### src/hw/rtl/y86f_pkg.sv
// y86f_pkg: types, codes and constants shared by the y86 fetch stage core
// no dependencies; imported by every module of the block except y86f_ram

package y86f_pkg;

  // item kind carried on in_tuser
  typedef enum logic {
    OP_LOAD  = 1'b0,
    OP_FETCH = 1'b1
  } op_t;

  // instruction codes the fetch logic looks at
  localparam logic [3:0] ICODE_CMOVXX = 4'h2;
  localparam logic [3:0] ICODE_IRMOVQ = 4'h3;
  localparam logic [3:0] ICODE_RMMOVQ = 4'h4;
  localparam logic [3:0] ICODE_MRMOVQ = 4'h5;
  localparam logic [3:0] ICODE_OPQ    = 4'h6;
  localparam logic [3:0] ICODE_JXX    = 4'h7;
  localparam logic [3:0] ICODE_CALL   = 4'h8;
  localparam logic [3:0] ICODE_RET    = 4'h9;
  localparam logic [3:0] ICODE_PUSHQ  = 4'hA;
  localparam logic [3:0] ICODE_POPQ   = 4'hB;
  localparam logic [3:0] REG_NONE     = 4'hF;

  // byte-interleaved instruction memory
  localparam int BANK_BITS   = 4;
  localparam int NUM_BANKS   = 16;
  localparam int FETCH_BYTES = 10;

  // result queue
  localparam int QDEPTH = 4;
  localparam int QPTR_W = 2;
  localparam int QCNT_W = 3;

  // stream widths
  localparam int IN_TDATA_W  = 160;
  localparam int OUT_TDATA_W = 272;

  // one input item
  typedef struct packed {
    op_t         op;
    logic [11:0] load_address;
    logic [7:0]  load_byte;
    logic [3:0]  mem_icode;
    logic        mem_cond;
    logic [63:0] mem_vala;
    logic [3:0]  wb_icode;
    logic [63:0] wb_valm;
  } fetch_req_t;

  // item held while the bank reads are in flight
  typedef struct packed {
    logic        valid;
    logic        is_fetch;
    logic [63:0] pc;
  } stage_t;

  // one result item
  typedef struct packed {
    logic [63:0] fetch_pc;
    logic [3:0]  instr_code;
    logic [3:0]  instr_func;
    logic [3:0]  reg_a;
    logic [3:0]  reg_b;
    logic [63:0] const_value;
    logic [63:0] next_seq_pc;
    logic [63:0] predicted_pc;
  } result_t;

  // instruction carries a register specifier byte
  function automatic logic has_regs(input logic [3:0] code);
    return code inside {ICODE_CMOVXX, ICODE_IRMOVQ, ICODE_RMMOVQ, ICODE_MRMOVQ,
                        ICODE_OPQ, ICODE_PUSHQ, ICODE_POPQ};
  endfunction

  // instruction carries an eight-byte constant
  function automatic logic has_const(input logic [3:0] code);
    return code inside {ICODE_IRMOVQ, ICODE_RMMOVQ, ICODE_MRMOVQ, ICODE_JXX, ICODE_CALL};
  endfunction

endpackage

### src/hw/rtl/y86f_queue.sv
// y86f_queue: small result fifo between the decode stage and the output port
// depends on y86f_pkg

module y86f_queue
  import y86f_pkg::*;
(
  input  logic              clk,
  input  logic              rst_n,
  input  logic              push,
  input  result_t           push_data,
  input  logic              pop_ready,
  output logic              head_valid,
  output result_t           head_data,
  output logic [QCNT_W-1:0] count
);

  result_t             entry_r [QDEPTH];
  logic [QPTR_W-1:0]   wp_r;
  logic [QPTR_W-1:0]   rp_r;
  logic [QCNT_W-1:0]   cnt_r;
  logic [QCNT_W-1:0]   cnt_nxt;
  logic                pop;

  assign head_valid = (cnt_r != '0);
  assign head_data  = entry_r[rp_r];
  assign count      = cnt_r;
  assign pop        = head_valid && pop_ready;

  // occupancy
  always_comb begin
    cnt_nxt = cnt_r;
    if (push && !pop) begin
      cnt_nxt = cnt_r + 1'b1;
    end else if (pop && !push) begin
      cnt_nxt = cnt_r - 1'b1;
    end
  end

  // pointers and occupancy count
  always_ff @(posedge clk) begin
    if (!rst_n) begin
      wp_r  <= '0;
      rp_r  <= '0;
      cnt_r <= '0;
    end else begin
      cnt_r <= cnt_nxt;
      if (push) begin
        wp_r <= wp_r + 1'b1;
      end
      if (pop) begin
        rp_r <= rp_r + 1'b1;
      end
    end
  end

  // storage
  always_ff @(posedge clk) begin
    if (push) begin
      entry_r[wp_r] <= push_data;
    end
  end

`ifndef SYNTHESIS
  // upstream credit must never push into a full queue
  a_no_overflow: assert property (@(posedge clk) disable iff (!rst_n)
    push |-> (cnt_r < QCNT_W'(QDEPTH)) || pop)
    else $error("result queue overflow");

  // occupancy stays within depth
  a_cnt_range: assert property (@(posedge clk) disable iff (!rst_n)
    cnt_r <= QCNT_W'(QDEPTH))
    else $error("result queue count out of range");

  // a lone transfer out lowers the count by one
  a_pop_step: assert property (@(posedge clk) disable iff (!rst_n)
    (pop && !push) |=> cnt_r == $past(cnt_r) - 1'b1)
    else $error("result queue count did not drop on transfer out");
`endif

endmodule
### config.mk
export PLATFORM = sky130hd
export DESIGN_NAME = y86f_queue
export DESIGN_NICKNAME = d
export VERILOG_FILES = /design/src/hw/rtl/y86f_pkg.sv /design/src/hw/rtl/y86f_queue.sv
export SDC_FILE = /design/constraint.sdc
export NUM_CORES = 1
export LEC_CHECK = 0
export ABC_AREA = 0
export BUFFER_PORTS_ARGS = -buffer_cell sky130_fd_sc_hd__buf_2
export CORE_ASPECT_RATIO = 0.7
export CORE_MARGIN = 2
export CORE_UTILIZATION = 53
export CTS_BUF_LIST = sky130_fd_sc_hd__clkbuf_8
export DETAILED_ROUTE_END_ITERATION = 6
export HOLD_SLACK_MARGIN = 0.1
export PLACE_DENSITY = 0.8
export SLEW_MARGIN = 5
export SYNTH_ARGS = -nofsm -noshare
export SYNTH_HDL_FRONTEND = slang
export SYNTH_SLANG_ARGS = --single-unit
export TNS_END_PERCENT = 5
### constraint.sdc
create_clock -name clk -period 11.45 [get_ports clk]
set_clock_uncertainty 0.1 [all_clocks]
set_input_delay 2.29 -clock clk [delete_from_list [all_inputs] [get_ports clk]]
set_output_delay 2.29 -clock clk [all_outputs]
set_load 0.02 [all_outputs]
==> results by group <==
Synthesis
  • Synth Area in XOR/XNOR: 0.111%
  • Area contributors post-synth: edfxtp_1 (82%), mux4_2 (15%), dfxtp_1 (0.45%), buf_2 (0.39%), buf_6 (0.26%)
  • Sequential area share after synthesis: between 80% and 90%
  • Ys flop type: edfxtp_1
  • Synth Area in Simple Gates: less than 1%
  • Synth top area share: 82.5%
  • Warnings from Yosys: 0
  • Synth top cells by count: edfxtp_1 (1088), mux4_2 (272), buf_2 (31)
  • Main combinational cell family by area after synthesis: multiplexers
  • Post-synth design cell area: 39600 sq um
  • Flop and latch count out of synthesis: between 1k and 1.5k
  • Post-synthesis compound-gate area fraction: 0.0726%
  • Post-synth cell types: 21
  • Post-Synth Adder-Cell Area: 0.208%
  • Synth Net Count: ~1.7k
  • Post-synthesis mux area share: between 10% and 20%
  • Most common cell in the netlist: edfxtp_1
  • Mean post-synth cell area: roughly 27 sq um
  • EDFF count, synth: 1088
  • Asr flop ratio synth: 0%
  • Synth Instances: 1462
  • Dominant cell type by area after synthesis: edfxtp_1

Setup path
  • R2r endpoint: entry_r[2][214]
  • Critical Path Start Type: flip-flop
  • CP max FO: between 100 and 150
  • Critical path class: flip-flop to output port
  • Cell count of the worst reg-to-reg path: 5
  • CP peak stage delay: 0.74 ns
  • Type of element capturing the critical path: output port
  • Crit path DAT: approximately 4 ns
  • RR Startpoint: wp_r[0]
  • CP required: 9.06 ns
  • Slowest-stage cell, CP: dfxtp_4
  • Cell breakdown of the critical path: buf_4 -> buf_12 -> mux4_2 -> buf_2
  • Worst R2R Setup Slack: 8.44 ns

Die
  • Die Height: about 230 microns
  • Row count: 83
  • Core Region: 73600 sq um
  • Ports: 552
  • Die Width: roughly 330 microns
  • Die Footprint: 77000 sq um
  • Initial core utilization: 53.8%

STA
  • Fmax: 158 MHz
  • Period utilization: 55.4%
  • RSZ-0062 raised after global routing: false
  • Shortest period the worst path allows: 6.35 ns
  • Hold WS: 0.486 ns
  • Setup violators final: 0
  • Final WS setup: 5.10 ns
  • Final TNS setup: 0 ns
  • Slew @ Worst Pin: 1.41 ns
  • Relative slew slack: 6.23%
  • Max Slew Vio Count: 0
  • Fin. Hold Viols: 0

Clock tree
  • Clock sinks: 1097
  • Worst-skew pair later-pin latency: around 0.80 ns
  • CTS-repair resized insts: 0
  • Clock buffer count from CTS: ~150
  • CTS max path bufs: 3
  • Hold-fix buffers at CTS: 0
  • Root Buffer Master: clkbuf_8
  • Reg clk slew, reported paths: around 0.060 ns
  • H-tree depth: 4
  • CTS tree: yes
  • Setup bufs post-CTS: 0

Status
  • Status: completed

Place
  • RD Place Congestion: 0.883
  • Post-Place Setup Slack: 5.87 ns
  • IO Port Bufs: between 500 and 600
  • Placed Area: 43400 sq um
  • Placed cell count: 2944
  • Detailed Place HPWL: 48500 microns

GRT
  • Largest net degree at the start of global routing: 155
  • Total GRT Usage: between 20% and 30%
  • Global-route wire length before repair: 116000 microns
  • Number of global-route vias before repair: 18.8k
  • Total gr overflow: 0
  • Initial antenna violation count: 22

Final layout
  • Synth-to-Final Area Change: 16.7%
  • Share of cells above drive strength 1: ~46%
  • Fill cell count: ~4.7k
  • Final nets: 2404
  • Final Non-Filler Cells: 3230
  • Fin util: 62.8%
  • Final Cell Area: 46200 sq um

Power and ir drop
  • Tot Pwr: 9.81 mW
  • Pwr Density: 212 nW/um^2
  • Worst vdd ir: 210 uV
  • Leakage: 15.5 nW

Detailed routing
  • Vias/cell: about 5.6
  • Routed Antenna Nets: 0
  • 1st-iter DRT viols: 1743
  • Detailed Route WL: 78900 microns
  • Drt first pass iters: 5
  • Via count: 18.2k
  • DR DRC count: 0
  • Routed wire length per instance: 24.4 microns

Min path
  • Hold depth: 2
  • Worst Hold Launch: rp_r[1]
  • HP Class: flip-flop to flip-flop

Job
  • Max cap viols: 0
[layout by cell type (no fill, tap or decap), types with 2 or more instances in the layout]
master and n:
and2_1 5, and2_4 4, buf_12 7, buf_2 551
buf_4 7, bufinv_16 3, clkbuf_8 157, clkinv_1 27
clkinv_2 14, clkinv_8 3, clkinvlp_4 7, dfxtp_1 7
dfxtp_4 2, diode_2 13, edfxtp_1 1088, ha_1 5
inv_1 62, inv_8 2, mux2i_1 2, mux4_2 272
nor2b_1 2, or3_1 2, xnor2_1 3, xor2_1 2
[worst max path at each step]
stage / end / slack (ns) / cells after the start
final: head_data[230] / 5.10 / 4
after global routing: head_data[230] / 4.71 / 4
after CTS: head_data[230] / 4.95 / 4
after detailed placement: head_data[230] / 5.87 / 4
after global placement: head_data[211] / 5.90 / 4
after floorplan: entry_r[0][0] / 2.25 / 1
[flip-flops by register name, indices dropped and copies added, names as in the netlist, named ones only]
register  cells
count         3
entry_r    1088
rp_r          2
wp_r          2
[routing by layer]
| metal | share of wire, % | vias to the layer above | track usage, % |
|---|---|---|---|
| li1 | - | 7741 | - |
| met1 | 39 | 9415 | 28.1 |
| met2 | 48 | 928 | 31.3 |
| met3 | 11 | 121 | 7.87 |
| met4 | 1.6 | 22 | 5.50 |
| met5 | 0.18 | - | 0 |
[where the power goes]
group	internal [mW]	leakage [nW]	switching, mW
registers	4.63	10.1	0.0993
logic	0.997	3.83	1.33
clock network	1.35	1.62	1.40
total	6.97	15.5	2.83
[critical path: cells and delay by family (launching register included)]
kind	cells	cell delay [ns]
mux	1	0.63
flops	1	0.74
buf+inv	3	1.45
[logic make-up (layout without fill, tap and decap cells)]
group / Yosys count / after routing
compound gates: 4 / 4
simple gates: 13 / 13
mux: 274 / 274
other cells: 0 / 13
fa+ha+maj: 6 / 6
xor+xnor: 5 / 5
flops: 1097 / 1097
buf+inv: 63 / 841
[final cells by class]
class                   instances  area, sq um  area share, %
repair buffers                565         2950           6.38
flip-flops and latches       1097        32900           71.1
multi-input cells             302         6390           13.8
diodes                         13         32.5         0.0703
well taps                     977         1220           2.64
inverters                       3         11.3         0.0244
clock inverters               116          616           1.33
clock buffers                 157         2160           4.67
(Power assumes the default switching activity.)
