===== config.mk =====
export PLATFORM = sky130hd
export DESIGN_NAME = y86f_back
export DESIGN_NICKNAME = d
export VERILOG_FILES = /design/src/hw/rtl/y86f_pkg.sv /design/src/hw/rtl/y86f_back.sv
export SDC_FILE = /design/constraint.sdc
export NUM_CORES = 1
export LEC_CHECK = 0
export ABC_AREA = 1
export BUFFER_PORTS_ARGS = -buffer_cell sky130_fd_sc_hd__buf_2
export CAP_MARGIN = 30
export CORE_AREA = 3 3 206 208
export CTS_CLUSTER_DIAMETER = 200
export DETAILED_ROUTE_END_ITERATION = 8
export DIE_AREA = 0 0 209 211
export GPL_TIMING_DRIVEN = 0
export PLACE_DENSITY = 0.58
export SYNTH_ARGS = -nofsm -noshare
export SYNTH_HDL_FRONTEND = slang
export SYNTH_SLANG_ARGS = --single-unit

===== constraint.sdc =====
create_clock -name clk -period 12.2 [get_ports clk]
set_clock_uncertainty 0.2 [all_clocks]
set_input_delay 2.44 -clock clk [delete_from_list [all_inputs] [get_ports clk]]
set_output_delay 2.44 -clock clk [all_outputs]
set_load 0.05 [all_outputs]

===== src/hw/rtl/y86f_pkg.sv =====
// y86f_pkg: types, codes and constants shared by the y86 fetch stage core
// no dependencies; imported by every module of the block except y86f_ram

package y86f_pkg;

  // item kind carried on in_tuser
  typedef enum logic {
    OP_LOAD  = 1'b0,
    OP_FETCH = 1'b1
  } op_t;

  // instruction codes the fetch logic looks at
  localparam logic [3:0] ICODE_CMOVXX = 4'h2;
  localparam logic [3:0] ICODE_IRMOVQ = 4'h3;
  localparam logic [3:0] ICODE_RMMOVQ = 4'h4;
  localparam logic [3:0] ICODE_MRMOVQ = 4'h5;
  localparam logic [3:0] ICODE_OPQ    = 4'h6;
  localparam logic [3:0] ICODE_JXX    = 4'h7;
  localparam logic [3:0] ICODE_CALL   = 4'h8;
  localparam logic [3:0] ICODE_RET    = 4'h9;
  localparam logic [3:0] ICODE_PUSHQ  = 4'hA;
  localparam logic [3:0] ICODE_POPQ   = 4'hB;
  localparam logic [3:0] REG_NONE     = 4'hF;

  // byte-interleaved instruction memory
  localparam int BANK_BITS   = 4;
  localparam int NUM_BANKS   = 16;
  localparam int FETCH_BYTES = 10;

  // result queue
  localparam int QDEPTH = 4;
  localparam int QPTR_W = 2;
  localparam int QCNT_W = 3;

  // stream widths
  localparam int IN_TDATA_W  = 160;
  localparam int OUT_TDATA_W = 272;

  // one input item
  typedef struct packed {
    op_t         op;
    logic [11:0] load_address;
    logic [7:0]  load_byte;
    logic [3:0]  mem_icode;
    logic        mem_cond;
    logic [63:0] mem_vala;
    logic [3:0]  wb_icode;
    logic [63:0] wb_valm;
  } fetch_req_t;

  // item held while the bank reads are in flight
  typedef struct packed {
    logic        valid;
    logic        is_fetch;
    logic [63:0] pc;
  } stage_t;

  // one result item
  typedef struct packed {
    logic [63:0] fetch_pc;
    logic [3:0]  instr_code;
    logic [3:0]  instr_func;
    logic [3:0]  reg_a;
    logic [3:0]  reg_b;
    logic [63:0] const_value;
    logic [63:0] next_seq_pc;
    logic [63:0] predicted_pc;
  } result_t;

  // instruction carries a register specifier byte
  function automatic logic has_regs(input logic [3:0] code);
    return code inside {ICODE_CMOVXX, ICODE_IRMOVQ, ICODE_RMMOVQ, ICODE_MRMOVQ,
                        ICODE_OPQ, ICODE_PUSHQ, ICODE_POPQ};
  endfunction

  // instruction carries an eight-byte constant
  function automatic logic has_const(input logic [3:0] code);
    return code inside {ICODE_IRMOVQ, ICODE_RMMOVQ, ICODE_MRMOVQ, ICODE_JXX, ICODE_CALL};
  endfunction

endpackage


===== src/hw/rtl/y86f_back.sv =====
// y86f_back: instruction split, constant assembly and next pc prediction
// depends on y86f_pkg; takes the issue stage and bank data from y86f_front

module y86f_back
  import y86f_pkg::*;
(
  input  logic                      clk,
  input  logic                      rst_n,
  input  stage_t                    stage,
  input  logic [NUM_BANKS-1:0][7:0] bank_rd,
  output logic                      res_valid,
  output result_t                   res,
  output logic [63:0]               pred_now
);

  logic [7:0]  fb [FETCH_BYTES];
  logic [3:0]  code;
  logic [3:0]  func;
  logic        regs;
  logic        cst;
  logic [63:0] cval_raw;
  logic [63:0] cval;
  logic [3:0]  len;
  logic [63:0] next_pc;
  logic [63:0] pred;
  logic        fetch_done;

  logic [63:0] held_r;
  logic [63:0] held_nxt;

  // rotate bank outputs into instruction byte order
  always_comb begin
    for (int k = 0; k < FETCH_BYTES; k++) begin
      fb[k] = bank_rd[stage.pc[BANK_BITS-1:0] + BANK_BITS'(k)];
    end
  end

  // field split and little-endian constant
  assign code = fb[0][7:4];
  assign func = fb[0][3:0];
  assign regs = has_regs(code);
  assign cst  = has_const(code);

  always_comb begin
    for (int j = 0; j < 8; j++) begin
      cval_raw[8*j +: 8] = regs ? fb[j+2] : fb[j+1];
    end
  end

  assign cval    = cst ? cval_raw : '0;
  assign len     = 4'd1 + {3'd0, regs} + {cst, 3'd0};
  assign next_pc = stage.pc + 64'(len);
  assign pred    = (code == ICODE_JXX || code == ICODE_CALL) ? cval : next_pc;

  // result; a load gives all zeros
  assign fetch_done = stage.valid && stage.is_fetch;
  assign res_valid  = stage.valid;

  always_comb begin
    if (stage.is_fetch) begin
      res.fetch_pc     = stage.pc;
      res.instr_code   = code;
      res.instr_func   = func;
      res.reg_a        = regs ? fb[1][7:4] : REG_NONE;
      res.reg_b        = regs ? fb[1][3:0] : REG_NONE;
      res.const_value  = cval;
      res.next_seq_pc  = next_pc;
      res.predicted_pc = pred;
    end else begin
      res = '0;
    end
  end

  // held prediction with bypass for the fetch right behind
  assign held_nxt = fetch_done ? pred : held_r;
  assign pred_now = held_nxt;

  always_ff @(posedge clk) begin
    if (!rst_n) begin
      held_r <= '0;
    end else begin
      held_r <= held_nxt;
    end
  end

endmodule


==> results.py <==
metrics = {
    "die": {
        "pin_count": 533,
        "die_area_sq_um": 44100,
        "die_h_um": 211,
        "core_sq_um": 40740,
        "fp-row-count": 74,
        "die_x_um": 209,
        "start_util_pct": 34.79,
    },
    "worst_setup_path": {
        "crit_type": "input port to primary output",
        "crit_buf_inv": 8,
        "r2r_end": "held_r[2]",
        "slowest_delay_ns": 0.48,
        "path_common_cell": "nand2_1",
        "cp_top_family": "simple AND/OR/NAND/NOR gates",
        "ff2ff_setup_slack_ns": 11.10,
        "cp-end-kind": "primary output",
        "cp_max_fo": 10,
        "slowest_stage": "fa_1",
        "r2r-start": "held_r[2]",
        "worstPathRequired_ns": 9.56,
        "cp_data_arrival_time_ns": 7.82,
        "r2r_cells": 3,
        "setup.worst_path.start_class": "input port",
    },
    "final_layout": {
        "largest-register": "held_r",
        "fill_cells": 4619,
        "layout_common_cells": "835 x nand2_1, 581 x buf_2, 558 x nand3_1, 295 x nor2_1, 253 x inv_1",
        "fin_util_pct": 43.81,
        "largest_reg_flops": 64,
        "final_common_cell": "nand2_1",
        "finalNonFillerCells": 3882,
        "nNetsFinal": 3550,
        "multi_input_area_sq_um": 10850,
        "register_area_sq_um": 1281,
        "area_delta_synth_final_pct": 25.92,
        "drive_gt1_share_pct": 23.33,
        "reg.largest.list": "held_r x64",
    },
    "clock_network": {
        "cts_made_buffers": 9,
        "clockBufferDepth": 2,
        "postCtsSetupRepairBufs": 0,
        "cts_hold_buf": 0,
        "ctsResizeCount": 0,
        "cts_tree": "done",
        "clkSlewWorstSetupHoldPaths_ns": 0.07,
        "cts.sinks": 64,
        "cts-root-buf": "clkbuf_16",
        "htreeDepth": 3,
        "clock_latency_ns": 0.36,
    },
    "pwr": {
        "switching_share_pct": 62.76,
        "p_clk_share_pct": 15.4,
        "switchingPower_w": 0.001250,
        "p_leak_nw": 10.16,
        "powerDensity_nw_per_um2": 111.6,
        "intPower_w": 0.0007416,
        "ir_worst_vdd_mv": 0.05759,
        "pwr-share-comb_pct": 73.2,
        "pwr-share-seq_pct": 11.4,
    },
    "yosys": {
        "ys_ff_latch": 64,
        "synthArstFlopShare_pct": 0,
        "seq_area_frac_synth_pct": 9.040,
        "avgSynthCellArea_sq_um": 5.062,
        "yosys_warnings": 0,
        "syn_inst": 2800,
        "synth_cell_types": 52,
        "synth_nets": 3007,
        "synth_flop_cell": "dfxtp_1",
        "netlist_area_sq_um": 14170,
        "synth_edf_count": 0,
    },
    "placement": {
        "portBuffers": 531,
        "place_congestion": 1.109,
        "dp_hpwl_mm": 89.07,
        "dp.cells": 3864,
    },
    "timing": {
        "worst_hold_slack_ns": 0.3568,
        "period_needed_ns": 10.46,
        "setup_tns_ns": 0,
        "fmax_mhz": 95.57,
        "worstMarginPinSlew_ns": 1.099,
        "fin_crit_sh_pct": 85.76,
        "slew_headroom_pct": 25.99,
        "setup_viol": 0,
        "slew_viol_final": 0,
        "final_hold_viol_count": 0,
        "grt_setup_unrepaired": "no",
    },
    "drt": {
        "wl_per_cell_um": 26.57,
        "vias": 22820,
        "drtIter0Drc": 3282,
        "wl_mm": 103.1,
        "ant_nets": 0,
        "first_pass_iters": 9,
        "vias_per_cell": 5.877,
        "remaining_drc_errors": 0,
    },
    "global_route": {
        "antenna_found_initial": 6,
        "track_usage_pct": 44.17,
        "overflow": 0,
        "grt_pass1_wl_mm": 143.4,
        "grt_max_degree": 15,
        "grt_pass1_vias": 21330,
    },
    "status": {
        "outcome": "finished clean",
    },
    "hold_path": {
        "hp-start": "held_r[27]",
        "min_path_cells": 3,
        "hold_end": "held_r[27]",
        "hold_class": "register to register",
    },
    "job": {
        "max_cap_viol_count": 0,
    },
}
==> worst max path at each step <==
stage / start / end / slack [ns] / cells past startpoint
5_1_grt: stage[0] / res[42] / 1.53 / 27
3_5_place_dp: stage[0] / res[42] / 1.94 / 27
2_1_floorplan: stage[0] / res[28] / 3.17 / 26
6_report: stage[0] / res[42] / 1.74 / 26
4_1_cts: stage[0] / res[42] / 1.93 / 27
3_3_place_gp: stage[0] / pred_now[16] / 2.04 / 28
==> power groups by stage <==
stage / Sequential, W / Clock (W) / Combinational (W)
after floorplan: 0.000230 / 0 / 0.000933
after global placement: 0.000231 / 0 / 0.00140
after detailed placement: 0.000232 / 0 / 0.00141
after CTS: 0.000227 / 0.000302 / 0.00141
after global routing: 0.000228 / 0.000309 / 0.00152
final: 0.000227 / 0.000307 / 0.00146
==> layout make-up <==
| class | instances | share of cell area, % |
|---|---|---|
| clock buffer | 9 | 1.262 |
| clock inverter | 7 | 0.5889 |
| sequential | 64 | 7.179 |
| antenna | 2 | 0.02804 |
| timing repair buffer | 532 | 14.97 |
| buffer | 187 | 5.651 |
| inverter | 273 | 5.770 |
| tap | 532 | 3.730 |
| multi-input combinational | 2276 | 60.82 |
==> tightest hold or removal path, stage by stage (launching register included) <==
cell and delay, ns:
dfxtp_1 0.30, or2_2 0.09, nand2_1 0.06, nor2_1 0.07
==> metrics by stage <==
| stage | worst slack, ns | area [sq um] | total power, W |
|---|---|---|---|
| 4_1_cts | 1.929 | 17840 | 0.001943 |
| 3_5_place_dp | 1.937 | 17510 | 0.001640 |
| 6_report | 1.737 | 17850 | 0.001991 |
| 5_1_grt | 1.533 | 17840 | 0.002056 |
| 3_3_place_gp | 2.037 | 17500 | 0.001633 |
| 2_1_floorplan | 3.166 | 14170 | 0.001163 |
==> metal layers <==
layer | up-vias | part of all wire, % | GRT usage, %
met1 | 10600 | 37 | 54.25
met3 | 352 | 11 | 10.74
met4 | 8 | 7.6 | 26.88
li1 | 10170 | - | -
met2 | 1684 | 44 | 70.06
met5 | - | 0.052 | 0
==> Yosys cell counts (3+ instances only) <==
cell type	count	area (sq um)
nand4_2	10	125.1
o21ai_1	18	90.09
nand3_2	3	30.03
buf_6	23	259.0
nor2_1	295	1107
buf_1	18	67.56
buf_2	50	250.2
xnor2_1	5	43.79
o21ai_0	113	565.5
or2_2	80	500.5
o211ai_1	18	135.1
inv_1	253	949.7
nor3_1	26	130.1
a311oi_1	3	26.28
clkbuf_1	81	304.0
xor2_2	4	65.06
o22ai_1	8	50.05
nand3_1	558	2793
nand4_1	80	500.5
o21ai_2	3	26.28
or2_1	27	168.9
nand2_2	9	56.30
nand2_1	835	3134
ha_1	10	125.1
a21o_1	5	37.54
buf_4	13	97.59
dfxtp_1	64	1281
a21oi_1	78	390.4
nor2_2	7	43.79
and2_1	15	93.84
inv_2	18	67.56
xor2_1	43	376.6
==> cell families after synthesis <==
| logic type | synth area share [%] |
|---|---|
| flip-flops | 9.040 |
| XOR/XNOR | 3.619 |
| adder cells (fa/ha/maj) | 1.024 |
| buffers and inverters | 14.38 |
| AND/OR/NAND/NOR | 62.04 |
| AO/OA/AOI/OAI | 9.896 |
(Power assumes the default switching activity.)
